<file path="src/dia_pkg.sv">
package dia_pkg;

   // operating modes, encoded as on the result word
   typedef enum logic [1:0] {
      MODE_IDLE    = 2'd0,
      MODE_MONITOR = 2'd1,
      MODE_ALERT   = 2'd2,
      MODE_ALARM   = 2'd3
   } mode_type;

   // fixed hold times and the trigger count for the alarm
   localparam logic [15:0] IDLE_DEBOUNCE_MS    = 16'd500;
   localparam logic [15:0] MONITOR_DEBOUNCE_MS = 16'd1000;
   localparam logic [1:0]  MULTI_TRIG_CNT      = 2'd2;

   // register file
   localparam int unsigned CSR_IDX_W  = 3;
   localparam int unsigned CSR_DATA_W = 32;
   localparam logic [CSR_IDX_W-1:0] CSR_GAS_WARN  = 3'd0;
   localparam logic [CSR_IDX_W-1:0] CSR_TEMP_HI   = 3'd1;
   localparam logic [CSR_IDX_W-1:0] CSR_TEMP_LO   = 3'd2;
   localparam logic [CSR_IDX_W-1:0] CSR_ALERT_DB  = 3'd3;
   localparam logic [CSR_IDX_W-1:0] CSR_ALARM_DB  = 3'd4;
   localparam logic [CSR_IDX_W-1:0] CSR_ALARM_TO  = 3'd5;

   localparam logic [11:0]        GAS_WARN_RST = 12'd400;
   localparam logic signed [11:0] TEMP_HI_RST  = 12'sd350;
   localparam logic signed [11:0] TEMP_LO_RST  = 12'sd50;
   localparam logic [15:0]        ALERT_DB_RST = 16'd200;
   localparam logic [15:0]        ALARM_DB_RST = 16'd3000;
   localparam logic [31:0]        ALARM_TO_RST = 32'd30000;

   // queue between classifier and state machine
   localparam int unsigned QUEUE_DEPTH = 2;
   localparam int unsigned QUEUE_PTR_W = 1;
   localparam int unsigned QUEUE_CNT_W = 2;

   // classified sample
   typedef struct packed {
      logic        armed;
      logic        motion;
      logic        gas_ok;
      logic        gas_high;
      logic        temp_bad;
      logic [31:0] now_ms;
   } item_type;

   // timing registers used by the state machine
   typedef struct packed {
      logic [15:0] alert_db;
      logic [15:0] alarm_db;
      logic [31:0] alarm_to;
   } timing_type;

endpackage

</file>
<file path="src/dia_if.sv">
interface dia_req_if;
   logic               valid;
   logic               ready;
   logic               armed;
   logic               motion;
   logic [11:0]        gas_level;
   logic               gas_ok;
   logic signed [11:0] temp_tenths;
   logic [31:0]        now_ms;

   modport source (output valid, armed, motion, gas_level, gas_ok, temp_tenths, now_ms,
                   input ready);
   modport sink   (input valid, armed, motion, gas_level, gas_ok, temp_tenths, now_ms,
                   output ready);
endinterface

interface dia_rsp_if;
   logic       valid;
   logic       ready;
   logic [1:0] mode;
   logic [1:0] prior_mode;
   logic       alarm_on;
   logic       led_on;
   logic       changed;

   modport source (output valid, mode, prior_mode, alarm_on, led_on, changed,
                   input ready);
   modport sink   (input valid, mode, prior_mode, alarm_on, led_on, changed,
                   output ready);
endinterface

interface dia_csr_if;
   logic                             valid;
   logic                             ready;
   logic [dia_pkg::CSR_IDX_W-1:0]    index;
   logic [dia_pkg::CSR_DATA_W-1:0]   data;

   modport source (output valid, index, data, input ready);
   modport sink   (input valid, index, data, output ready);
endinterface

</file>
<file path="src/debounced_intrusion_alarm_fsm.sv">
// An accepted word is written into the queue, is taken from it by the state
// machine and shows its result from the output register.
// Throughput: one word per cycle while results are taken; the state machine
// commits one word per cycle into the output register, which frees as soon as
// the result is taken. A two-word queue lets the input side keep taking words
// while a result waits. Reset (synchronous, active high): mode idle, timers and
// flags cleared, queue emptied, registers back to their default values.
module debounced_intrusion_alarm_fsm (
   input  logic       clock,
   input  logic       reset,
   dia_req_if.sink    req_chan,
   dia_rsp_if.source  rsp_chan,
   dia_csr_if.sink    csr_chan
);

   // timing registers, held in the front end, consumed by the state machine
   dia_pkg::timing_type timing;

   // front end to queue
   logic               push_valid;
   logic               push_ready;
   dia_pkg::item_type  push_item;

   // queue to state machine
   logic               pop_valid;
   logic               pop_ready;
   dia_pkg::item_type  pop_item;

   // Front end: register file and sensor classification (gas over warning,
   // temperature out of window). None of this depends on the current mode.
   dia_front u_front (
      .clock      (clock),
      .reset      (reset),
      .req        (req_chan),
      .csr        (csr_chan),
      .timing     (timing),
      .push_valid (push_valid),
      .push_ready (push_ready),
      .push_item  (push_item)
   );

   // Decoupling queue; req ready drops only when it is full.
   dia_queue u_queue (
      .clock      (clock),
      .reset      (reset),
      .push_valid (push_valid),
      .push_ready (push_ready),
      .push_item  (push_item),
      .pop_valid  (pop_valid),
      .pop_ready  (pop_ready),
      .pop_item   (pop_item)
   );

   // Back end: desired-mode logic, debounce against the pending mode, alarm
   // timeout and the output register. State advances only when a word leaves
   // the queue, so stalls on the result side freeze everything cleanly.
   dia_back u_back (
      .clock     (clock),
      .reset     (reset),
      .timing    (timing),
      .pop_valid (pop_valid),
      .pop_ready (pop_ready),
      .pop_item  (pop_item),
      .rsp       (rsp_chan)
   );

endmodule

</file>
<file path="src/dia_front.sv">
module dia_front (
   input  logic                 clock,
   input  logic                 reset,
   dia_req_if.sink              req,
   dia_csr_if.sink              csr,
   output dia_pkg::timing_type  timing,
   output logic                 push_valid,
   input  logic                 push_ready,
   output dia_pkg::item_type    push_item
);

   logic [11:0]        gas_warn_ff, gas_warn_in;
   logic signed [11:0] temp_hi_ff, temp_hi_in;
   logic signed [11:0] temp_lo_ff, temp_lo_in;
   logic [15:0]        alert_db_ff, alert_db_in;
   logic [15:0]        alarm_db_ff, alarm_db_in;
   logic [31:0]        alarm_to_ff, alarm_to_in;

   assign csr.ready = 1'b1;

   always_comb begin
      gas_warn_in = gas_warn_ff;
      temp_hi_in  = temp_hi_ff;
      temp_lo_in  = temp_lo_ff;
      alert_db_in = alert_db_ff;
      alarm_db_in = alarm_db_ff;
      alarm_to_in = alarm_to_ff;
      if (csr.valid) begin
         unique case (csr.index)
            dia_pkg::CSR_GAS_WARN: gas_warn_in = csr.data[11:0];
            dia_pkg::CSR_TEMP_HI:  temp_hi_in  = $signed(csr.data[11:0]);
            dia_pkg::CSR_TEMP_LO:  temp_lo_in  = $signed(csr.data[11:0]);
            dia_pkg::CSR_ALERT_DB: alert_db_in = csr.data[15:0];
            dia_pkg::CSR_ALARM_DB: alarm_db_in = csr.data[15:0];
            dia_pkg::CSR_ALARM_TO: alarm_to_in = csr.data[31:0];
            default: ;   // unmapped index, write dropped
         endcase
      end
   end

   always_ff @(posedge clock) begin
      if (reset) begin
         gas_warn_ff <= dia_pkg::GAS_WARN_RST;
         temp_hi_ff  <= dia_pkg::TEMP_HI_RST;
         temp_lo_ff  <= dia_pkg::TEMP_LO_RST;
         alert_db_ff <= dia_pkg::ALERT_DB_RST;
         alarm_db_ff <= dia_pkg::ALARM_DB_RST;
         alarm_to_ff <= dia_pkg::ALARM_TO_RST;
      end else begin
         gas_warn_ff <= gas_warn_in;
         temp_hi_ff  <= temp_hi_in;
         temp_lo_ff  <= temp_lo_in;
         alert_db_ff <= alert_db_in;
         alarm_db_ff <= alarm_db_in;
         alarm_to_ff <= alarm_to_in;
      end
   end

   assign timing.alert_db = alert_db_ff;
   assign timing.alarm_db = alarm_db_ff;
   assign timing.alarm_to = alarm_to_ff;

   // sensor classification; state independent
   assign push_valid         = req.valid;
   assign req.ready          = push_ready;
   assign push_item.armed    = req.armed;
   assign push_item.motion   = req.motion;
   assign push_item.gas_ok   = req.gas_ok;
   assign push_item.gas_high = req.gas_level > gas_warn_ff;
   assign push_item.temp_bad = (req.temp_tenths > temp_hi_ff) || (req.temp_tenths < temp_lo_ff);
   assign push_item.now_ms   = req.now_ms;

endmodule

</file>
<file path="src/dia_queue.sv">
module dia_queue (
   input  logic              clock,
   input  logic              reset,
   input  logic              push_valid,
   output logic              push_ready,
   input  dia_pkg::item_type push_item,
   output logic              pop_valid,
   input  logic              pop_ready,
   output dia_pkg::item_type pop_item
);

   dia_pkg::item_type                 slot_ff [dia_pkg::QUEUE_DEPTH];
   logic [dia_pkg::QUEUE_PTR_W-1:0]   wr_ptr_ff, wr_ptr_in;
   logic [dia_pkg::QUEUE_PTR_W-1:0]   rd_ptr_ff, rd_ptr_in;
   logic [dia_pkg::QUEUE_CNT_W-1:0]   cnt_ff, cnt_in;
   logic                              push, pop;

   localparam logic [dia_pkg::QUEUE_PTR_W-1:0] LAST_PTR =
      dia_pkg::QUEUE_PTR_W'(dia_pkg::QUEUE_DEPTH - 1);
   localparam logic [dia_pkg::QUEUE_CNT_W-1:0] FULL_CNT =
      dia_pkg::QUEUE_CNT_W'(dia_pkg::QUEUE_DEPTH);

   assign push_ready = cnt_ff != FULL_CNT;
   assign pop_valid  = cnt_ff != '0;
   assign pop_item   = slot_ff[rd_ptr_ff];
   assign push       = push_valid && push_ready;
   assign pop        = pop_valid && pop_ready;

   always_comb begin
      wr_ptr_in = wr_ptr_ff;
      rd_ptr_in = rd_ptr_ff;
      cnt_in    = cnt_ff;
      if (push) begin
         wr_ptr_in = (wr_ptr_ff == LAST_PTR) ? '0 : wr_ptr_ff + 1'b1;
      end
      if (pop) begin
         rd_ptr_in = (rd_ptr_ff == LAST_PTR) ? '0 : rd_ptr_ff + 1'b1;
      end
      if (push && !pop) begin
         cnt_in = cnt_ff + 1'b1;
      end else if (pop && !push) begin
         cnt_in = cnt_ff - 1'b1;
      end
   end

   always_ff @(posedge clock) begin
      if (reset) begin
         wr_ptr_ff <= '0;
         rd_ptr_ff <= '0;
         cnt_ff    <= '0;
      end else begin
         wr_ptr_ff <= wr_ptr_in;
         rd_ptr_ff <= rd_ptr_in;
         cnt_ff    <= cnt_in;
      end
   end

   always_ff @(posedge clock) begin
      if (push) begin
         slot_ff[wr_ptr_ff] <= push_item;
      end
   end

endmodule

</file>
<file path="src/dia_back.sv">
module dia_back (
   input  logic                clock,
   input  logic                reset,
   input  dia_pkg::timing_type timing,
   input  logic                pop_valid,
   output logic                pop_ready,
   input  dia_pkg::item_type   pop_item,
   dia_rsp_if.source           rsp
);

   dia_pkg::mode_type mode_ff, mode_in;
   dia_pkg::mode_type prior_ff, prior_in;
   dia_pkg::mode_type pend_ff, pend_in;
   dia_pkg::mode_type desired;
   logic [31:0]       pend_since_ff, pend_since_in;
   logic [31:0]       start_ff, start_in;
   logic              alarm_ff, alarm_in;
   logic              led_ff, led_in;
   logic              alarm_clr;
   logic              changed;
   logic [1:0]        trig_cnt;
   logic [31:0]       hold;
   logic              take;

   logic              rsp_valid_ff, rsp_valid_in;
   logic [1:0]        rsp_mode_ff, rsp_prior_ff;
   logic              rsp_alarm_ff, rsp_led_ff, rsp_changed_ff;

   assign pop_ready = !rsp_valid_ff || rsp.ready;
   assign take      = pop_valid && pop_ready;

   assign trig_cnt = {1'b0, pop_item.motion} + {1'b0, pop_item.gas_high}
                   + {1'b0, pop_item.temp_bad};

   // desired mode
   always_comb begin
      desired   = mode_ff;
      alarm_clr = 1'b0;
      unique case (mode_ff)
         dia_pkg::MODE_IDLE: begin
            if (pop_item.armed) desired = dia_pkg::MODE_MONITOR;
         end
         dia_pkg::MODE_MONITOR: begin
            if (!pop_item.armed) begin
               desired = dia_pkg::MODE_IDLE;
            end else if (pop_item.motion || (pop_item.gas_high && pop_item.gas_ok)
                         || pop_item.temp_bad) begin
               desired = dia_pkg::MODE_ALERT;
            end
         end
         dia_pkg::MODE_ALERT: begin
            if (!pop_item.armed) begin
               desired = dia_pkg::MODE_IDLE;
            end else if (trig_cnt >= dia_pkg::MULTI_TRIG_CNT
                         || (pop_item.motion && !pop_item.gas_ok)) begin
               desired = dia_pkg::MODE_ALARM;
            end else if (!pop_item.motion && pop_item.gas_ok && !pop_item.gas_high
                         && !pop_item.temp_bad) begin
               desired = dia_pkg::MODE_MONITOR;
            end
         end
         dia_pkg::MODE_ALARM: begin
            if (!pop_item.armed) begin
               desired   = dia_pkg::MODE_IDLE;
               alarm_clr = 1'b1;
            end else if ((pop_item.now_ms - start_ff) > timing.alarm_to) begin
               desired   = dia_pkg::MODE_MONITOR;
               alarm_clr = 1'b1;
            end
         end
      endcase
   end

   always_comb begin
      unique case (desired)
         dia_pkg::MODE_ALARM:   hold = {16'd0, timing.alarm_db};
         dia_pkg::MODE_IDLE:    hold = {16'd0, dia_pkg::IDLE_DEBOUNCE_MS};
         dia_pkg::MODE_MONITOR: hold = {16'd0, dia_pkg::MONITOR_DEBOUNCE_MS};
         dia_pkg::MODE_ALERT:   hold = {16'd0, timing.alert_db};
      endcase
   end

   // debounce, commit and entry actions
   always_comb begin
      mode_in       = mode_ff;
      prior_in      = prior_ff;
      pend_in       = pend_ff;
      pend_since_in = pend_since_ff;
      start_in      = start_ff;
      led_in        = led_ff;
      alarm_in      = alarm_clr ? 1'b0 : alarm_ff;
      changed       = 1'b0;
      if (desired != mode_ff) begin
         if (pend_ff != desired) begin
            pend_in       = desired;
            pend_since_in = pop_item.now_ms;
         end else if ((pop_item.now_ms - pend_since_ff) >= hold) begin
            prior_in = mode_ff;
            mode_in  = desired;
            pend_in  = desired;
            changed  = 1'b1;
            if (desired == dia_pkg::MODE_IDLE || desired == dia_pkg::MODE_MONITOR) begin
               led_in = 1'b0;
            end else if (desired == dia_pkg::MODE_ALARM) begin
               led_in   = 1'b1;
               alarm_in = 1'b1;
               start_in = pop_item.now_ms;
            end
         end
      end else begin
         pend_in = mode_ff;
      end
   end

   assign rsp_valid_in = take || (rsp_valid_ff && !rsp.ready);

   always_ff @(posedge clock) begin
      if (reset) begin
         mode_ff       <= dia_pkg::MODE_IDLE;
         prior_ff      <= dia_pkg::MODE_IDLE;
         pend_ff       <= dia_pkg::MODE_IDLE;
         pend_since_ff <= '0;
         start_ff      <= '0;
         alarm_ff      <= 1'b0;
         led_ff        <= 1'b0;
         rsp_valid_ff  <= 1'b0;
      end else begin
         rsp_valid_ff <= rsp_valid_in;
         if (take) begin
            mode_ff       <= mode_in;
            prior_ff      <= prior_in;
            pend_ff       <= pend_in;
            pend_since_ff <= pend_since_in;
            start_ff      <= start_in;
            alarm_ff      <= alarm_in;
            led_ff        <= led_in;
         end
      end
   end

   always_ff @(posedge clock) begin
      if (take) begin
         rsp_mode_ff    <= mode_in;
         rsp_prior_ff   <= prior_in;
         rsp_alarm_ff   <= alarm_in;
         rsp_led_ff     <= led_in;
         rsp_changed_ff <= changed;
      end
   end

   assign rsp.valid      = rsp_valid_ff;
   assign rsp.mode       = rsp_mode_ff;
   assign rsp.prior_mode = rsp_prior_ff;
   assign rsp.alarm_on   = rsp_alarm_ff;
   assign rsp.led_on     = rsp_led_ff;
   assign rsp.changed    = rsp_changed_ff;

endmodule

</file>
<file path="src/flat_wrapper.sv">
// flat-port wrapper written by rule: the top's interface ports become plain ports
module debounced_intrusion_alarm_fsm_flat 
  (clock, reset, req_chan_valid, req_chan_armed, req_chan_motion, req_chan_gas_level, req_chan_gas_ok, req_chan_temp_tenths, req_chan_now_ms, req_chan_ready, rsp_chan_valid, rsp_chan_mode, rsp_chan_prior_mode, rsp_chan_alarm_on, rsp_chan_led_on, rsp_chan_changed, rsp_chan_ready, csr_chan_valid, csr_chan_index, csr_chan_data, csr_chan_ready);
  dia_req_if req_chan_i ();
  dia_rsp_if rsp_chan_i ();
  dia_csr_if csr_chan_i ();
  input  logic clock;
  input  logic reset;
  input wire logic [$bits(req_chan_i.valid)-1:0] req_chan_valid;
  input wire logic [$bits(req_chan_i.armed)-1:0] req_chan_armed;
  input wire logic [$bits(req_chan_i.motion)-1:0] req_chan_motion;
  input wire logic [$bits(req_chan_i.gas_level)-1:0] req_chan_gas_level;
  input wire logic [$bits(req_chan_i.gas_ok)-1:0] req_chan_gas_ok;
  input wire logic [$bits(req_chan_i.temp_tenths)-1:0] req_chan_temp_tenths;
  input wire logic [$bits(req_chan_i.now_ms)-1:0] req_chan_now_ms;
  output wire logic [$bits(req_chan_i.ready)-1:0] req_chan_ready;
  output wire logic [$bits(rsp_chan_i.valid)-1:0] rsp_chan_valid;
  output wire logic [$bits(rsp_chan_i.mode)-1:0] rsp_chan_mode;
  output wire logic [$bits(rsp_chan_i.prior_mode)-1:0] rsp_chan_prior_mode;
  output wire logic [$bits(rsp_chan_i.alarm_on)-1:0] rsp_chan_alarm_on;
  output wire logic [$bits(rsp_chan_i.led_on)-1:0] rsp_chan_led_on;
  output wire logic [$bits(rsp_chan_i.changed)-1:0] rsp_chan_changed;
  input wire logic [$bits(rsp_chan_i.ready)-1:0] rsp_chan_ready;
  input wire logic [$bits(csr_chan_i.valid)-1:0] csr_chan_valid;
  input wire logic [$bits(csr_chan_i.index)-1:0] csr_chan_index;
  input wire logic [$bits(csr_chan_i.data)-1:0] csr_chan_data;
  output wire logic [$bits(csr_chan_i.ready)-1:0] csr_chan_ready;
  assign req_chan_i.valid = req_chan_valid;
  assign req_chan_i.armed = req_chan_armed;
  assign req_chan_i.motion = req_chan_motion;
  assign req_chan_i.gas_level = req_chan_gas_level;
  assign req_chan_i.gas_ok = req_chan_gas_ok;
  assign req_chan_i.temp_tenths = req_chan_temp_tenths;
  assign req_chan_i.now_ms = req_chan_now_ms;
  assign req_chan_ready = req_chan_i.ready;
  assign rsp_chan_valid = rsp_chan_i.valid;
  assign rsp_chan_mode = rsp_chan_i.mode;
  assign rsp_chan_prior_mode = rsp_chan_i.prior_mode;
  assign rsp_chan_alarm_on = rsp_chan_i.alarm_on;
  assign rsp_chan_led_on = rsp_chan_i.led_on;
  assign rsp_chan_changed = rsp_chan_i.changed;
  assign rsp_chan_i.ready = rsp_chan_ready;
  assign csr_chan_i.valid = csr_chan_valid;
  assign csr_chan_i.index = csr_chan_index;
  assign csr_chan_i.data = csr_chan_data;
  assign csr_chan_ready = csr_chan_i.ready;
  debounced_intrusion_alarm_fsm u_core (.clock(clock), .reset(reset), .req_chan(req_chan_i), .rsp_chan(rsp_chan_i), .csr_chan(csr_chan_i));
endmodule
</file>
<file path="config.mk">
export PLATFORM = sky130hd
export DESIGN_NAME = debounced_intrusion_alarm_fsm_flat
export DESIGN_NICKNAME = d
export VERILOG_FILES = /design/src/dia_pkg.sv /design/src/dia_if.sv /design/src/debounced_intrusion_alarm_fsm.sv /design/src/dia_front.sv /design/src/dia_queue.sv /design/src/dia_back.sv /design/src/flat_wrapper.sv
export SDC_FILE = /design/constraint.sdc
export NUM_CORES = 1
export LEC_CHECK = 0
export ABC_AREA = 1
export BUFFER_PORTS_ARGS = -buffer_cell sky130_fd_sc_hd__buf_4
export CAP_MARGIN = 10
export CORE_ASPECT_RATIO = 0.7
export CORE_MARGIN = 2
export CORE_UTILIZATION = 55
export CTS_CLUSTER_DIAMETER = 80
export DETAILED_ROUTE_END_ITERATION = 8
export PLACE_DENSITY_LB_ADDON = 0.2
export SYNTH_ARGS = -nofsm -noshare
export SYNTH_HDL_FRONTEND = slang
export SYNTH_SLANG_ARGS = --single-unit
</file>
<file path="constraint.sdc">
create_clock -name clock -period 16.1 [get_ports clock]
set_input_delay 1.61 -clock clock [delete_from_list [all_inputs] [get_ports clock]]
set_output_delay 1.61 -clock clock [all_outputs]
set_load 0.005 [all_outputs]
</file>
==> metrics <==
outcome complete, no violations; Levels on crit path 46; adder-cell share of the synthesized area 11.83%; P_int 1.801 mW; simple logic cell fraction of the synthesized area 22.28%; largest net degree at the start of global routing 107; die width 207.8 µm; Design Power 3.426 mW; Setup CP Type reg -> reg; Resize count post-CTS 0; Worst Hold Depth 2; Fin. Hold Viols 0; CTS tree built; Sw Share 47.43%; Reg power frac 23.1%; most frequent CP cell nand2_1; Syn Nets 2,464; critical path startpoint category flop; RePlAce Congestion 1.002; port buffer count 107; Final Cycle Share 54.12%; Clock Tree Buf Depth 3; CP top delay family simple AND/OR/NAND/NOR gates; Synth Area in XOR/XNOR 2.630%; LEAKAGE 8.463 nW; most common library cells after synthesis nand2_1 (547), inv_1 (371), nor2_1 (202); CP required 16,530 ps; Setup TNS 0 ps; top-count cell post-synth nand2_1; Clock Power Share 17.2%; Initial DRC Count 1,070; initial antenna violation count 0; Remaining Overflow, GRT 0; Pwr Density 191.7 mW/mm²; Yosys Warn Count 0; Sink Count 259; Critical Path Sink Type flop; WP buf/inv 6; vias per cell 5.260; non-filler instance count after layout 2,695; final wirelength 41,080 µm; setup violators final 0; DP Wirelength 31,590 µm; crit path to u_core.u_back.start_ff[9]; Cell Rows 52; core area 0.02876 mm²; fin worst setup slack 7387 ps; Hold Slack 461.5 ps; NetSw 1.625 mW; Antenna diodes 0; clock-pin slew of the registers on the worst-case setup and hold paths 60 ps; critical path's slowest cell nand3_4; Avg Inst Size Synth 7.217 µm²; GRT Total Usage 26.81%; mux share of post-synthesis cell area 0%; Relative slew margins 25.10%; minimum clock period 8713 ps; fin. max-slew vios 0; Starting Density 55.59%; placed cell count 2,649; filler instances 2,672; largest cells by area after synthesis dfxtp_1 (22%), edfxtp_1 (15%), nand2_1 (13%), ha_1 (12%), inv_1 (8.7%); vias in the first global route 12,860; Logic pwr share 59.7%; area of the die 0.03047 mm²; Worst Clk Skew 10.76 ps; unrepaired setup endpoints after global routing false; dpl ws 7545 ps; CTS H-Tree Depth 1; Post-Syn Area 0.01599 mm²; RR Endpoint u_core.u_back.start_ff[9]; Yosys cell types 51; WL/cell 15.24 µm; Die Height 146.6 µm; remaining antenna violation count 0; Root Buffer clkbuf_16; Detailed Routing Iterations Pass 1 5; Most used DFF post-synth dfxtp_1; DR vias 14,180; Worst Max-Slew Pin Slew 1121 ps; hold-fix buffers at CTS 0; I/O pins 109; share of layout cells above drive strength 1 7.553%; crit-path max cell delay 530 ps; #FFs+latches synth 259; arrival time worst endpoint 9140 ps; worst min path class reg -> reg; Residual DRC 0; Cells after Synth 2,215; post-synth top area cell dfxtp_1; combinational family with the most area after synthesis simple AND/OR/NAND/NOR gates; peak supply drop 0.1099 mV; first-pass GRT wire length 66,390 µm; Post-synth EDFFs 81; register area share after synthesis 37.50%; Worst Path Max Fanout 64; worst reg2reg path depth 46; Max-Cap Viols 0; complex-gate fraction of the synthesized area 15.22%; Inserted Clock Buffers 26; buffers inserted by post-CTS timing repair 0; FFs w/ async S/R, synth 0%; Yosys top cell area share 22.29%; fin nets 2,548; FMAX 114.8 MHz; Clock Latency Late Sink 540 ps; reg2reg setup slack 7390 ps; area grow syn2layout 11.76%
## logic make-up after synthesis
| family | after synthesis |
|---|---|
| XOR/XNOR | 48 |
| buffers and inverters | 432 |
| flip-flops | 259 |
| AO/OA/AOI/OAI | 448 |
| other | 1 |
| adder cells (fa/ha/maj) | 150 |
| AND/OR/NAND/NOR | 877 |
## cells in the final DEF, fill, tap and decap left out, types with 7 or more instances in the layout
cell / count
inv_1: 371
xor2_1: 38
nor2_1: 200
nor3_1: 13
clkbuf_1: 7
o21ai_0: 149
a21boi_0: 8
buf_4: 111
ha_1: 148
edfxtp_1: 81
nand2_1: 547
nand3_1: 74
o211ai_1: 25
o21ai_1: 33
xnor2_1: 10
clkbuf_16: 27
nand4_1: 18
a21oi_1: 192
dfxtp_1: 178
## worst min-delay path by stage
stage	start	to	slack, ps
after floorplan	u_core.u_front.alarm_db_ff[3]	u_core.u_front.alarm_db_ff[3]	420
after global placement	u_core.u_queue.rd_ptr_ff	u_core.u_queue.rd_ptr_ff	440
after detailed placement	u_core.u_front.alarm_db_ff[5]	u_core.u_front.alarm_db_ff[5]	450
after CTS	u_core.u_front.alert_db_ff[9]	u_core.u_front.alert_db_ff[9]	460
after global routing	u_core.u_front.alert_db_ff[10]	u_core.u_front.alert_db_ff[10]	480
final	u_core.u_front.gas_warn_ff[9]	u_core.u_front.gas_warn_ff[9]	460
## per-stage QoR
step           utilization [%]  cell area [µm²]
2_1_floorplan                -            15990
3_3_place_gp             59.28            17050
3_5_place_dp             59.28            17050
4_1_cts                  62.13            17870
5_1_grt                  62.13            17870
6_report                 62.13            17870
## per-layer routing
metal  global-route usage (%)  wire length [µm]  up-vias
met3                    4.173              2988       40
met1                    43.05             21450     6442
met5                        0                 0        -
met4                    4.362               641        0
li1                         -                 -     7321
met2                    37.92             15990      374
## power by group through the flow
stage          Clock, mW  Combinational (mW)  Sequential (mW)
2_1_floorplan          0                1.48            0.801
3_3_place_gp           0                1.95            0.803
3_5_place_dp           0                2.00            0.805
4_1_cts            0.599                2.01            0.791
5_1_grt            0.625                2.33            0.797
6_report           0.588                2.05            0.791
## registers in the layout (all words and copies together) (netlist names), 16 cells and up, named ones only
register	count
u_core.u_front.alarm_db_ff	16
u_core.u_queue.slot_ff	74
u_core.u_back.start_ff	32
u_core.u_front.alert_db_ff	16
u_core.u_front.alarm_to_ff	32
u_core.u_back.pend_since_ff	32
## final cells by class
type,instances,area [µm²],share of cell area [%]
sequential,259,5996,33.56
timing repair buffer,111,833.3,4.664
tap,378,473.0,2.647
inverter,377,1418,7.934
multi-input combinational,1524,8327,46.60
clock buffer,40,784.5,4.391
clock inverter,6,36.28,0.2031
## worst reg2reg max path: cells and delay by family, from the launching register on
kind	cells	cell delay [ps]
and+or+nand+nor	26	4020
AOI/OAI and AO/OA	9	1930
adders and majority gates	4	1250
buffers and inverters	6	890
DFF	1	340
xor gates and xnor gates	1	160
No activity file was read; power rests on OpenSTA's default activity.
